==> src/hw/rtl/spq_pkg.sv <==
// Shared types, sizes and codes for the stable priority queue.
`timescale 1ns / 1ps
`default_nettype none

package spq_pkg;

	localparam int CAPACITY       = 16;
	localparam int ID_WIDTH       = 16;
	localparam int PRIORITY_WIDTH = 8;
	localparam int OP_WIDTH       = 2;
	localparam int STATUS_WIDTH   = 3;

	localparam int IN_BITS   = OP_WIDTH + ID_WIDTH + PRIORITY_WIDTH;
	localparam int IN_TDATA  = ((IN_BITS + 7) / 8) * 8;
	localparam int OUT_BITS  = STATUS_WIDTH + ID_WIDTH + PRIORITY_WIDTH;
	localparam int OUT_TDATA = ((OUT_BITS + 7) / 8) * 8;

	localparam logic [OP_WIDTH-1:0] OP_ADD    = 2'd0;
	localparam logic [OP_WIDTH-1:0] OP_POP    = 2'd1;
	localparam logic [OP_WIDTH-1:0] OP_REMOVE = 2'd2;

	typedef enum logic [STATUS_WIDTH-1:0] {
		ST_ADDED     = 3'd0,
		ST_DUPLICATE = 3'd1,
		ST_POPPED    = 3'd2,
		ST_EMPTY     = 3'd3,
		ST_REMOVED   = 3'd4,
		ST_NOT_FOUND = 3'd5,
		ST_FULL      = 3'd6
	} status_t;

	// Contents of one slot of the chain.
	typedef struct packed {
		logic                      valid;
		logic [ID_WIDTH-1:0]       id;
		logic [PRIORITY_WIDTH-1:0] pri;
	} slot_t;

	// Command broadcast to every cell for an update.
	typedef struct packed {
		logic                      ins;
		logic                      del;
		logic [ID_WIDTH-1:0]       id;
		logic [PRIORITY_WIDTH-1:0] pri;
	} cmd_t;

endpackage

`default_nettype wire

==> src/hw/rtl/stable_priority_queue_with_remove.sv <==
// Top level of the stable priority queue: command register, cell chain and result register.
//
// Channel  Dir  Fields (lowest bit up)
// s_axis   in   operation[1:0], entry_id[17:2], priority_req[25:18], zero pad to 32
// m_axis   out  status[2:0], result_id[18:3], result_priority[26:19], zero pad to 32
//
// For each command the beat is registered, then the whole chain compares in
// parallel and shifts while the result is registered.
// A new beat is taken once the previous command has updated the chain.
// A result waiting on m_axis stalls the update of the next command only.
// Reset clears all occupancy bits at once; there is no clearing pass.
`timescale 1ns / 1ps
`default_nettype none

module stable_priority_queue_with_remove (
	input  wire                              clk,
	input  wire                              arst_n,
	input  wire                              s_axis_tvalid,
	output logic                             s_axis_tready,
	// operation, entry_id, priority_req, zero pad
	input  wire  [spq_pkg::IN_TDATA-1:0]     s_axis_tdata,
	output logic                             m_axis_tvalid,
	input  wire                              m_axis_tready,
	// status, result_id, result_priority, zero pad
	output logic [spq_pkg::OUT_TDATA-1:0]    m_axis_tdata
);

	localparam int CAP = spq_pkg::CAPACITY;
	localparam int IDW = spq_pkg::ID_WIDTH;
	localparam int PW  = spq_pkg::PRIORITY_WIDTH;
	localparam int OW  = spq_pkg::OP_WIDTH;

	logic                busy_q;
	logic [OW-1:0]       req_op_q;
	logic [IDW-1:0]      req_id_q;
	logic [PW-1:0]       req_pri_q;
	logic                out_valid_q;
	spq_pkg::status_t    out_status_q;
	logic [IDW-1:0]      out_id_q;
	logic [PW-1:0]       out_pri_q;

	spq_pkg::cmd_t       cmd;
	spq_pkg::slot_t      slots [CAP];
	logic [CAP-1:0]      ge_v;
	logic [CAP-1:0]      found_v;
	logic [CAP-1:0]      valid_v;
	logic                fire;
	logic                in_fire;
	logic                full;
	logic                empty;
	logic                found;
	logic                is_add;
	logic                is_pop;
	logic                is_remove;
	spq_pkg::status_t    status_d;
	logic [IDW-1:0]      rid_d;
	logic [PW-1:0]       rpri_d;

	assign s_axis_tready = !busy_q;
	assign in_fire       = s_axis_tvalid && s_axis_tready;
	assign fire          = busy_q && (!out_valid_q || m_axis_tready);

	assign is_add    = (req_op_q == spq_pkg::OP_ADD);
	assign is_pop    = (req_op_q == spq_pkg::OP_POP);
	assign is_remove = (req_op_q == spq_pkg::OP_REMOVE);

	assign full  = slots[CAP-1].valid;
	assign empty = !slots[0].valid;
	// With a pop the found chain is seeded at the head, so it is only a
	// duplicate or match flag for add and remove.
	assign found = found_v[CAP-1];

	assign cmd.ins = fire && is_add && !found && !full;
	assign cmd.del = fire && ((is_pop && !empty) || is_remove);
	assign cmd.id  = req_id_q;
	assign cmd.pri = req_pri_q;

	genvar gi;
	generate
		for (gi = 0; gi < CAP; gi++) begin : g_cell
			spq_pkg::slot_t left_s;
			spq_pkg::slot_t right_s;
			logic           left_ge_s;
			logic           found_in_s;

			if (gi == 0) begin : g_head
				assign left_s     = '0;
				assign left_ge_s  = 1'b1;
				assign found_in_s = is_pop;
			end else begin : g_body
				assign left_s     = slots[gi-1];
				assign left_ge_s  = ge_v[gi-1];
				assign found_in_s = found_v[gi-1];
			end

			if (gi == CAP - 1) begin : g_tail
				assign right_s = '0;
			end else begin : g_inner
				assign right_s = slots[gi+1];
			end

			spq_cell u_cell (
				.clk       (clk),
				.arst_n    (arst_n),
				.cmd       (cmd),
				.left      (left_s),
				.left_ge   (left_ge_s),
				.right     (right_s),
				.found_in  (found_in_s),
				.slot      (slots[gi]),
				.ge        (ge_v[gi]),
				.found_out (found_v[gi])
			);

			assign valid_v[gi] = slots[gi].valid;
		end
	endgenerate

	always_comb begin
		rid_d  = req_id_q;
		rpri_d = '0;
		case (req_op_q)
			spq_pkg::OP_ADD: begin
				if (found) begin
					status_d = spq_pkg::ST_DUPLICATE;
				end else if (full) begin
					status_d = spq_pkg::ST_FULL;
				end else begin
					status_d = spq_pkg::ST_ADDED;
				end
			end
			spq_pkg::OP_POP: begin
				if (empty) begin
					status_d = spq_pkg::ST_EMPTY;
					rid_d    = '0;
				end else begin
					status_d = spq_pkg::ST_POPPED;
					rid_d    = slots[0].id;
					rpri_d   = slots[0].pri;
				end
			end
			spq_pkg::OP_REMOVE: begin
				status_d = found ? spq_pkg::ST_REMOVED : spq_pkg::ST_NOT_FOUND;
			end
			default: begin
				status_d = spq_pkg::ST_NOT_FOUND;
			end
		endcase
	end

	always_ff @(posedge clk or negedge arst_n) begin
		if (!arst_n) begin
			busy_q      <= 1'b0;
			out_valid_q <= 1'b0;
		end else begin
			if (in_fire) begin
				busy_q <= 1'b1;
			end else if (fire) begin
				busy_q <= 1'b0;
			end
			if (fire) begin
				out_valid_q <= 1'b1;
			end else if (m_axis_tready) begin
				out_valid_q <= 1'b0;
			end
		end
	end

	always_ff @(posedge clk) begin
		if (in_fire) begin
			req_op_q  <= s_axis_tdata[OW-1:0];
			req_id_q  <= s_axis_tdata[OW+IDW-1:OW];
			req_pri_q <= s_axis_tdata[OW+IDW+PW-1:OW+IDW];
		end
		if (fire) begin
			out_status_q <= status_d;
			out_id_q     <= rid_d;
			out_pri_q    <= rpri_d;
		end
	end

	assign m_axis_tvalid = out_valid_q;
	assign m_axis_tdata  = {{(spq_pkg::OUT_TDATA - spq_pkg::OUT_BITS){1'b0}},
		out_pri_q, out_id_q, out_status_q};

`ifndef ASSERT_OFF
	// Occupied slots always form a prefix starting at the head.
	a_prefix: assert property (@(posedge clk) disable iff (!arst_n)
		(({1'b0, valid_v} + {{CAP{1'b0}}, 1'b1}) & {1'b0, valid_v}) == '0)
		else $error("occupied slots are not a prefix");

	// An insert grows the occupancy by exactly one.
	a_ins_grow: assert property (@(posedge clk) disable iff (!arst_n)
		cmd.ins |=> $countones(valid_v) == $past($countones(valid_v)) + 1)
		else $error("insert did not add exactly one entry");

	// A delete that finds its target shrinks the occupancy by exactly one.
	a_del_shrink: assert property (@(posedge clk) disable iff (!arst_n)
		(cmd.del && found) |=> $countones(valid_v) == $past($countones(valid_v)) - 1)
		else $error("delete did not remove exactly one entry");

	// Every chain update produces a result beat on the next cycle.
	a_fire_result: assert property (@(posedge clk) disable iff (!arst_n)
		fire |=> m_axis_tvalid && !busy_q)
		else $error("update without a result beat");
`endif

endmodule

`default_nettype wire

==> src/hw/rtl/spq_cell.sv <==
// One slot of the queue chain: compares against the request and shifts with its neighbors.
`timescale 1ns / 1ps
`default_nettype none

module spq_cell (
	input  wire               clk,
	input  wire               arst_n,
	input  spq_pkg::cmd_t     cmd,
	input  spq_pkg::slot_t    left,
	input  wire               left_ge,
	input  spq_pkg::slot_t    right,
	input  wire               found_in,
	output spq_pkg::slot_t    slot,
	output logic              ge,
	output logic              found_out
);

	logic                               valid_q;
	logic [spq_pkg::ID_WIDTH-1:0]       id_q;
	logic [spq_pkg::PRIORITY_WIDTH-1:0] pri_q;
	logic                               match;
	logic                               take_new;
	logic                               take_left;
	logic                               take_right;

	assign ge        = valid_q && (pri_q >= cmd.pri);
	assign match     = valid_q && (id_q == cmd.id);
	assign found_out = found_in | match;

	assign take_new   = cmd.ins && !ge && left_ge;
	assign take_left  = cmd.ins && !ge && !left_ge;
	assign take_right = cmd.del && found_out;

	always_ff @(posedge clk or negedge arst_n) begin
		if (!arst_n) begin
			valid_q <= 1'b0;
		end else if (take_new) begin
			valid_q <= 1'b1;
		end else if (take_left) begin
			valid_q <= left.valid;
		end else if (take_right) begin
			valid_q <= right.valid;
		end
	end

	always_ff @(posedge clk) begin
		if (take_new) begin
			id_q  <= cmd.id;
			pri_q <= cmd.pri;
		end else if (take_left) begin
			id_q  <= left.id;
			pri_q <= left.pri;
		end else if (take_right) begin
			id_q  <= right.id;
			pri_q <= right.pri;
		end
	end

	assign slot = {valid_q, id_q, pri_q};

endmodule

`default_nettype wire

==> config.mk <==
export PLATFORM = sky130hd
export DESIGN_NAME = stable_priority_queue_with_remove
export DESIGN_NICKNAME = d
export VERILOG_FILES = /design/src/hw/rtl/spq_pkg.sv /design/src/hw/rtl/stable_priority_queue_with_remove.sv /design/src/hw/rtl/spq_cell.sv
export SDC_FILE = /design/constraint.sdc
export NUM_CORES = 1
export LEC_CHECK = 0
export BUFFER_PORTS_ARGS = -buffer_cell sky130_fd_sc_hd__buf_2
export CORE_MARGIN = 2
export CORE_UTILIZATION = 50
export CTS_BUF_LIST = sky130_fd_sc_hd__clkbuf_8
export CTS_CLUSTER_SIZE = 12
export DETAILED_ROUTE_END_ITERATION = 8
export PLACE_DENSITY = 0.71
export SLEW_MARGIN = 20
export SYNTH_ARGS = -nofsm -noshare
export SYNTH_HDL_FRONTEND = slang
export SYNTH_SLANG_ARGS = --single-unit
==> constraint.sdc <==
create_clock -name clk -period 7.8 [get_ports clk]
set_input_delay 0.78 -clock clk [delete_from_list [all_inputs] [get_ports clk]]
set_output_delay 0.78 -clock clk [all_outputs]
set_load 0.02 [all_outputs]
==> key figures, run 1 <==
Yosys
  • Mux share of post-synthesis cell area: 14.4%
  • Synth Cell Area: 28200 µm²
  • Async SR Flop Fraction: about 4.0%
  • Main combinational cell family by area after synthesis: multiplexers
  • EDFF count, synth: 437
  • Avg Cell Area, Syn: 11.0 µm²
  • Post-Synth Adder-Cell Area: approximately 5.3%
  • Unique masters post-synth: between 50 and 60
  • Synth Warn #: 0
  • Sequential element share of the synthesized area: 48.2%
  • Gate Count Post-Synth: approximately 2600
  • Synth Area in Simple Gates: 9.45%
  • Flops & latches, synth: 455
  • Synth Area in Compound Gates: 10.3%
  • Xor and xnor area share after synthesis: 7.96%
  • Ys flop type: edfxtp_1

Clocking
  • H-tree depth: 3
  • CTS Buf Count: 79
  • Root Buffer: clkbuf_8
  • # hold bufs at CTS: 0
  • CTS tree: built
  • Post-CTS Setup Inserts: 0
  • Post-CTS resize count: 0
  • Clk_lat worst skew: 0.67 ns
  • CTS clk-pin slew, worst paths: 0.06 ns
  • Clk buf depth: 3
  • Clock sink count: 455

STA
  • RSZ-0062 raised after global routing: no
  • Slew at the pin closest to its max-slew limit: 1.09 ns
  • F_max: 202 MHz
  • Period utilization: 63.3%
  • Hold WS: a little over 0.07 ns
  • Slew margin rel.: 27.0%
  • Min setup slack post-route: 2.86 ns
  • Setup TNS: 0 ns
  • Final setup violation count: 0
  • Clock Skews: 0.0382 ns
  • Final hold violations: 0
  • Final Critical Period: 4.94 ns
  • Max-slew violations: 0

GRT
  • First-pass GRT wire length: 106000 µm
  • Initial antenna violation count: 0
  • Overall Global Routing Usage: between 20% and 30%
  • GR Overflow Total: 0
  • Number of global-route vias before repair: slightly below 20000
  • Largest net degree at the start of global routing: 52

Floorplan
  • IO Pins: 70
  • Die span in x: 241 µm
  • Die area: roughly 58000 µm²
  • Core ar.: between 50000 and 60000 µm²
  • # rows: 86
  • Initial Util: 50.8%
  • Die Y-Extent: roughly 240 µm

Detailed routing
  • Remaining DRCs: 0
  • Drt wl/cell: a little under 20 µm
  • Drt via density: 5.76
  • Vias: about 19000
  • DRT Pass-1 Iters: 5
  • WL final: 66600 µm
  • Post-DRT Antenna Nets: 0
  • 1st-iter DRT viols: 1609

Final layout
  • Nets@finish: 2720
  • Post-Layout Inst Area: 30200 µm²
  • Most common cell after layout, fill and taps aside: edfxtp_1
  • Syn-to-layout area delta: 7.25%
  • Diode count: 0
  • Non-filler instance count after layout: 3370
  • Final Util: 54.5%
  • Filler cells: between 4000 and 5000
  • Most frequent cells in the layout: edfxtp_1 (437), nand2_1 (372), o21ai_0 (342)
  • Layout cells sized above 1: 11.6%

Worst setup path
  • Critical Path AT: about 5 ns
  • CP endpoint kind: flip-flop
  • Critical Path Start Type: flip-flop
  • Crit Path Max Fanout: 42
  • Worst Path Required: between 7 and 8 ns
  • Kind of critical path: reg -> reg

Placed design
  • Dpl ws: approximately 2.6 ns
  • # port buffers: 58
  • Dpl hpwl: 48900 µm
  • Dpl cells: 3231
  • Area post-placement: roughly 29000 µm²
  • Final GP Congestion: ~0.86

Status
  • Outcome: finished, final reports clean

Job
  • Max Cap Viol: 0

Hold path
  • Min-Delay Path Class: in -> async

Power
  • Power Density: 281 nW/µm²
  • Overall power: 8.47 mW
  • P_leak: approximately 12 nW
  • VDD IR max: about 0.17 mV
sequential cells by signal, indices dropped and copies added, names as in the netlist:
signal	cells
g_cell.u_cell.valid_q	16
busy_q	1
req_pri_q	8
g_cell.u_cell.pri_q	128
req_op_q	2
out_pri_q	8
out_id_q	16
g_cell.u_cell.id_q	256
m_axis_tvalid	1
req_id_q	16
out_status_q	3
layer usage:
layer	global-route usage [%]	share of wire, %
met5	0	0
met4	9.43	3.4
met3	3.45	4.7
met2	39.2	48
met1	29.6	44
worst max-delay path: stages, from the launching register on:
cell and delay, ns:
edfxtp_1 0.81, xnor2_1 0.19, nand4_1 0.13, nor4_1 0.64, a32oi_1 0.16, o21a_1 0.18
and3_1 0.47, nand2_4 0.63, or2_1 0.19, buf_4 0.34, nand2_1 0.68
logic make-up (layout without fill, tap and decap cells):
kind of cell               Yosys count  count (layout)
muxes                              394             394
adders and majority gates          120             120
AOI/OAI and AO/OA                  500             500
DFF                                455             455
buffers and inverters              232             291
and+or+nand+nor                    601             601
other                                1               5
xor gates and xnor gates           256             256
final timing paths:
path / from / endpoint / slack (ns) / cells past startpoint
min in group clk: s_axis_tdata[1] / req_op_q[1] / 0.29 / 1
max: req_id_q[3] / g_cell[0].u_cell.id_q[6] / 2.86 / 10
min: arst_n / g_cell[7].u_cell.valid_q / 0.07 / 1
min reg2reg: m_axis_tvalid / m_axis_tvalid / 0.51 / 2
max reg2reg: req_id_q[3] / g_cell[0].u_cell.id_q[6] / 2.86 / 10
max in group asynchronous: arst_n / g_cell[13].u_cell.valid_q / 7.38 / 1
final cells by class:
class,count,area [µm²],share of cell area (%)
inverter,37,139,0.460
tap,748,936,3.10
timing repair buffer,115,718,2.38
sequential,455,13600,44.9
multi-input combinational,1876,13500,44.7
clock inverter,59,243,0.804
clock buffer,80,1100,3.65
synthesized netlist by cell type (15+ instances only):
library cell	n	area, µm²
nand3_1	38	190
buf_4	31	233
xor2_1	69	604
nor2_1	60	225
nor4_1	19	119
a21o_1	45	338
xnor2_1	187	1640
o21ai_0	346	1730
dfrtp_1	18	450
mux2_2	52	586
clkbuf_1	108	405
nand4_1	38	238
mux2i_1	331	3310
nor3_1	15	75.1
nand2b_1	20	125
a21oi_1	21	105
edfxtp_1	437	13100
buf_6	23	259
inv_1	37	139
ha_1	120	1500
buf_2	30	150
nand2_1	373	1400
power breakdown:
part / switching (mW) / leakage (nW) / internal [mW] / total, mW
clock network: 0.996 / 0.770 / 0.949 / 1.95
logic: 1.68 / 6.53 / 1.11 / 2.79
registers: 0.404 / 4.24 / 3.33 / 3.74
Power figures use the tool's default switching activity.
==> inputs of run 2 (changes only) <==
==> constraint.sdc (replaced) <==
create_clock -name clk -period 4.9 [get_ports clk]
set_input_delay 0.49 -clock clk [delete_from_list [all_inputs] [get_ports clk]]
set_output_delay 0.49 -clock clk [all_outputs]
set_load 0.02 [all_outputs]
==> key figures, run 2 (same netlist as run 1, synthesis figures left out) <==
STA
  • RSZ-0062 raised after global routing: no (unchanged)
  • Final Critical Period: 4.07 ns (was 4.94 ns)
  • Final hold violations: 0 (unchanged)
  • Max-slew violations: 0 (unchanged)
  • Period utilization: 83.0% (was 63.3%)
  • Setup TNS: 0 ns (unchanged)
  • Slew at the pin closest to its max-slew limit: 1.02 ns (was 1.09 ns)
  • Slew margin rel.: 31.9% (was 27.0%)
  • F_max: 246 MHz (was 202 MHz)
  • Clock Skews: 0.0358 ns (was 0.0382 ns)
  • Final setup violation count: 0 (unchanged)

Clocking
  • Root Buffer: clkbuf_8 (unchanged)
  • CTS clk-pin slew, worst paths: 0.06 ns (about the same)
  • Clock sink count: 455 (unchanged)
  • Post-CTS resize count: 0 (unchanged)
  • # hold bufs at CTS: 27 (was 0)
  • Clk_lat worst skew: 0.68 ns (was 0.67 ns)
  • Clk buf depth: 3 (unchanged)
  • CTS Buf Count: 80 (was 79)
  • CTS tree: built (unchanged)
  • Post-CTS Setup Inserts: 0 (unchanged)
  • H-tree depth: 3 (unchanged)

Final layout
  • Layout cells sized above 1: 12.7% (was 11.6%)
  • Diode count: 0 (unchanged)
  • Post-Layout Inst Area: 30800 µm² (was 30200 µm²)
  • Largest register FFs: 256 (unchanged)
  • Syn-to-layout area delta: 9.42% (was 7.25%)
  • FF+latch area: 13600 µm² (unchanged)
  • Most frequent cells in the layout: edfxtp_1 (437), nand2_1 (373), o21ai_0 (342) (was edfxtp_1 (437), nand2_1 (372), o21ai_0 (342))
  • Nets@finish: 2781 (was 2720)
  • Largest regs: g_cell.u_cell.id_q x256, g_cell.u_cell.pri_q x128 (unchanged)
  • Biggest register: g_cell.u_cell.id_q (unchanged)
  • Most common cell after layout, fill and taps aside: edfxtp_1 (unchanged)
  • Multi-input gate area: 13500 µm² (about the same)
  • Filler cells: 4734 (was 4744)

Job
  • Max Cap Viol: 0 (unchanged)

Status
  • Outcome: finished, final reports clean (unchanged)

Worst setup path
  • Largest stage delay on the critical path: 0.74 ns (was 0.81 ns)
  • R2R cell count: 11 (was 10)
  • Worst Path Required: 5.32 ns (was 7.96 ns)
  • Critical Path Start Type: flip-flop (unchanged)
  • Critical Path AT: 4.49 ns (was 5.10 ns)
  • Reg2reg start: req_id_q[14] (was req_id_q[3])
  • Slowest CP cell: edfxtp_1 (unchanged)
  • Kind of critical path: reg -> reg (unchanged)
  • Crit Path Max Fanout: 20 (was 42)
  • Flop2flop setup slack: 0.83 ns (was 2.86 ns)
  • CP endpoint kind: flip-flop (unchanged)
  • RR Endpoint: g_cell[0].u_cell.id_q[2] (was g_cell[0].u_cell.id_q[6])
  • Crit-path cells: buf_4 > xnor2_1 > nand4_1 > nor4_1 > a32oi_1 > nand3_2 > nor2_8 > nand2_4 > or2_1 > buf_12 > mux2_2 (was xnor2_1 > nand4_1 > nor4_1 > a32oi_1 > o21a_1 > and3_1 > nand2_4 > or2_1 > buf_4 > nand2_1)

Floorplan
  • Die Y-Extent: 241 µm (unchanged)
  • Core ar.: 55400 µm² (unchanged)
  • Initial Util: 50.8% (unchanged)
  • IO Pins: 70 (unchanged)
  • Die span in x: 241 µm (unchanged)
  • Die area: 58200 µm² (unchanged)
  • # rows: 86 (unchanged)

Detailed routing
  • Remaining DRCs: 0 (unchanged)
  • DRT Pass-1 Iters: 6 (was 5)
  • Post-DRT Antenna Nets: 0 (unchanged)
  • 1st-iter DRT viols: 1523 (was 1609)
  • Drt wl/cell: 18.6 µm (was 19.8 µm)
  • Vias: 19300 (was 19400)
  • WL final: 63800 µm (was 66600 µm)
  • Drt via density: 5.61 (was 5.76)

Power
  • Power Density: 442 nW/µm² (was 281 nW/µm²)
  • P_leak: 11.9 nW (was 11.5 nW)
  • Overall power: 13.6 mW (was 8.47 mW)
  • VDD IR max: 0.248 mV (was 0.172 mV)

Placed design
  • Dpl hpwl: 48500 µm (was 48900 µm)
  • Area post-placement: 29100 µm² (was 28800 µm²)
  • Final GP Congestion: 0.878 (was 0.861)
  • # port buffers: 58 (unchanged)

Hold path
  • WHS Endpoint: busy_q
  • HP Start: s_axis_tvalid
  • Min-Delay Path Class: in -> reg (was in -> async)
  • WHS Path Cells: 3

GRT
  • Overall Global Routing Usage: 22.5% (was 23.1%)
  • Number of global-route vias before repair: 19200 (was 19500)
  • First-pass GRT wire length: 104000 µm (was 106000 µm)
  • Initial antenna violation count: 2 (was 0)
  • Largest net degree at the start of global routing: 51 (was 52)
  • GR Overflow Total: 0 (unchanged)
-- run 2: cell types whose count changed in the layout (fill, tap and decap cells not counted), moves of 3 or more --
cell / delta
clkinv_1: -3
inv_6: +3
dlygate4sd3_1: +27
buf_12: +3
buf_4: +30
clkbuf_8: +3
-- run 2: power by group --
group          switching [mW]  internal (mW)
combinational            2.60           1.84
sequential              0.670           5.30
clock                    1.62           1.57
total                    4.89           8.72
-- run 2: area by class of cell --
| class | instances | area share [%] |
|---|---|---|
| flip-flops and latches | 455 | 44.1 |
| inverters | 37 | 0.451 |
| well taps | 748 | 3.04 |
| clock buffers | 83 | 3.71 |
| multi-input cells | 1876 | 43.8 |
| repair buffers | 175 | 4.13 |
| clock inverters | 60 | 0.853 |
-- run 2: metal layers --
layer  vias up  wire length (µm)  GRT usage [%]
met5         -                 0              0
met4         0              2140           8.10
met3       145              3280           3.98
met2       516             30200           37.6
met1      9196             28200           29.2
li1       9407                 -              -
-- run 2: how the worst max path moves through the flow --
stage | start | to | slack (ns)
global route | req_id_q[14] | g_cell[0].u_cell.pri_q[4] | 0.64
finish | req_id_q[14] | g_cell[0].u_cell.id_q[2] | 0.83
detailed placement | req_id_q[5] | g_cell[0].u_cell.id_q[2] | 0.94
floorplan | req_pri_q[0] | g_cell[5].u_cell.id_q[0] | 0.56
CTS | req_id_q[14] | g_cell[0].u_cell.id_q[2] | 0.90
global placement | req_id_q[5] | g_cell[0].u_cell.id_q[4] | 0.99
-- run 2: stage by stage --
step | util [%] | cells | setup WS, ns | hold WS [ns]
finish | 55.6 | 3434 | 0.832 | 0.0764
global route | 55.6 | 3434 | 0.643 | 0.0820
CTS | 55.6 | 3434 | 0.902 | 0.0382
detailed placement | 52.6 | 3264 | 0.941 | 0.464
global placement | 52.5 | 3264 | 0.989 | 0.457
floorplan | - | 2563 | 0.563 | 0.194
-- run 2: critical path: cells and delay by family (launching register included) --
kind	cells	cell delay, ns
xor+xnor	1	0.16
buf+inv	2	0.64
simple gates	6	1.70
compound gates	1	0.17
flops	1	0.74
mux	1	0.35
==> inputs of run 3 (changes only) <==
--- a/config.mk
+++ b/config.mk
@@ -11,7 +11,7 @@
 export CTS_BUF_LIST = sky130_fd_sc_hd__clkbuf_8
 export CTS_CLUSTER_SIZE = 12
 export DETAILED_ROUTE_END_ITERATION = 8
-export PLACE_DENSITY = 0.71
+export PLACE_DENSITY = 0.74
 export SLEW_MARGIN = 20
 export SYNTH_ARGS = -nofsm -noshare
 export SYNTH_HDL_FRONTEND = slang
==> constraint.sdc (replaced) <==
create_clock -name clk -period 3.5 [get_ports clk]
set_input_delay 0.35 -clock clk [delete_from_list [all_inputs] [get_ports clk]]
set_output_delay 0.35 -clock clk [all_outputs]
set_load 0.02 [all_outputs]
==> key figures, run 3 (same netlist as run 1, synthesis figures left out) <==
STA
  • Slew at the pin closest to its max-slew limit: 1.04 ns (was 1.02 ns)
  • Final Critical Period: 3.42 ns (was 4.07 ns)
  • F_max: 292 MHz (was 246 MHz)
  • RSZ-0062 raised after global routing: no (unchanged)
  • Final setup violation count: 0 (unchanged)
  • Max-slew violations: 0 (unchanged)
  • Slew margin rel.: 30.3% (was 31.9%)
  • Period utilization: 97.7% (was 83.0%)
  • Clock Skews: 0.0348 ns (was 0.0358 ns)
  • Setup TNS: 0 ns (unchanged)
  • Final hold violations: 0 (unchanged)

Worst setup path
  • Critical Path Start Type: flip-flop (unchanged)
  • R2R cell count: 11 (unchanged)
  • Crit Path Max Fanout: 33 (was 20)
  • CP endpoint kind: flip-flop (unchanged)
  • Critical Path AT: 3.76 ns (was 4.49 ns)
  • Kind of critical path: reg -> reg (unchanged)
  • Worst Path Required: 3.84 ns (was 5.32 ns)

GRT
  • First-pass GRT wire length: 106000 µm (was 104000 µm)
  • Overall Global Routing Usage: 23.0% (was 22.5%)
  • Initial antenna violation count: 0 (was 2)
  • Number of global-route vias before repair: 19800 (was 19200)
  • GR Overflow Total: 0 (unchanged)
  • Largest net degree at the start of global routing: 51 (unchanged)

Detailed routing
  • Drt wl/cell: 18.9 µm (was 18.6 µm)
  • WL final: 65900 µm (was 63800 µm)
  • Remaining DRCs: 0 (unchanged)
  • DRT Pass-1 Iters: 5 (was 6)
  • Post-DRT Antenna Nets: 0 (unchanged)
  • 1st-iter DRT viols: 1552 (was 1523)
  • Drt via density: 5.61 (about the same)
  • Vias: 19600 (was 19300)

Clocking
  • Clk buf depth: 3 (unchanged)
  • CTS clk-pin slew, worst paths: 0.06 ns (about the same)
  • H-tree depth: 3 (unchanged)
  • Root Buffer: clkbuf_8 (unchanged)
  • CTS Buf Count: 80 (unchanged)
  • Post-CTS Setup Inserts: 0 (unchanged)
  • Clock sink count: 455 (unchanged)
  • Clk_lat worst skew: 0.67 ns (was 0.68 ns)
  • CTS tree: built (unchanged)

Placed design
  • Final GP Congestion: 0.865 (was 0.878)
  • Dpl hpwl: 49700 µm (was 48500 µm)
  • Area post-placement: 30100 µm² (was 29100 µm²)
  • # port buffers: 58 (unchanged)

Power
  • P_leak: 12.4 nW (was 11.9 nW)
  • VDD IR max: 0.413 mV (was 0.248 mV)
  • Overall power: 19.6 mW (was 13.6 mW)
  • Power Density: 616 nW/µm² (was 442 nW/µm²)

Final layout
  • Syn-to-layout area delta: 13.2% (was 9.42%)
  • Post-Layout Inst Area: 31900 µm² (was 30800 µm²)
  • Diode count: 0 (unchanged)
  • Most frequent cells in the layout: edfxtp_1 (437), nand2_1 (369), o21ai_0 (342) (was edfxtp_1 (437), nand2_1 (373), o21ai_0 (342))
  • Nets@finish: 2837 (was 2781)
  • Layout cells sized above 1: 14.9% (was 12.7%)
  • Largest register FFs: 256 (unchanged)
  • Biggest register: g_cell.u_cell.id_q (unchanged)
  • Largest regs: g_cell.u_cell.id_q x256, g_cell.u_cell.pri_q x128 (unchanged)
  • Most common cell after layout, fill and taps aside: edfxtp_1 (unchanged)

Floorplan
  • Core ar.: 55400 µm² (unchanged)
  • # rows: 86 (unchanged)
  • Initial Util: 50.8% (unchanged)
  • Die span in x: 241 µm (unchanged)
  • Die Y-Extent: 241 µm (unchanged)
  • IO Pins: 70 (unchanged)
  • Die area: 58200 µm² (unchanged)

Job
  • Max Cap Viol: 0 (unchanged)

Hold path
  • Min-Delay Path Class: in -> async (was in -> reg)

Status
  • Outcome: finished, final reports clean (unchanged)
## run 3: timing repair
item                                   in CTS  in global routing
pin swaps                                   0                  1
hold buffers                               29                  0
gates cloned                                0                  0
endpoints found under the hold margin      46                  0
setup endpoints to repair                  23                207
gates resized for setup                     2                 13
## run 3: worst max-delay path, cell delays in order, from the launching register on
cell      delay [ns]
edfxtp_1        0.41
buf_12          0.19
xnor2_1         0.29
nand4_1         0.18
nor4_2          0.36
nand4_1         0.25
nand3_2         0.24
nor2_8          0.06
buf_4           0.22
and3_1          0.34
o21ai_2         0.27
buf_12          0.22
## run 3: where the power goes
group | internal, mW | total, mW | switching, mW
sequential | 7.41 | 8.18 | 0.768
clock | 2.32 | 4.54 | 2.22
combinational | 2.96 | 6.93 | 3.97
## run 3: final cells by class
type	count	area (µm²)
clock buffer	86	1180
clock inverter	52	238
fill	4513	23500
inverter	37	139
multi-input combinational	1876	13600
sequential	455	13600
tap	748	936
timing repair buffer	231	2260
## run 3: per-layer routing
layer	vias to the layer above	track usage [%]	part of all wire (%)
li1	9524	-	-
met1	9336	29.9	44
met2	575	38.5	48
met3	120	4.02	5.1
met4	0	8.47	3.1
met5	-	0	0
## run 3: final timing paths
check	slack (ns)	start	endpoint
worst max-delay path	0.08	req_id_q[5]	g_cell[15].u_cell.pri_q[1]
worst min-delay path	0.19	arst_n	m_axis_tvalid
min in group clk	0.40	s_axis_tdata[25]	req_pri_q[7]
worst max register to register	0.08	req_id_q[5]	g_cell[15].u_cell.pri_q[1]
max in group asynchronous	2.94	arst_n	g_cell[14].u_cell.valid_q
worst min register to register	0.52	m_axis_tvalid	m_axis_tvalid
## run 3: through the flow
step           setup slack, ns  hold slack, ns  instances  util (%)
2_1_floorplan           0.0249          0.0544       2563         -
6_report                0.0811           0.188       3485      57.5
5_1_grt               0.000540           0.213       3485      57.5
3_3_place_gp           -0.0695           0.316       3318      54.3
3_5_place_dp           -0.0924           0.337       3318      54.3
4_1_cts                0.00713           0.158       3485      57.4
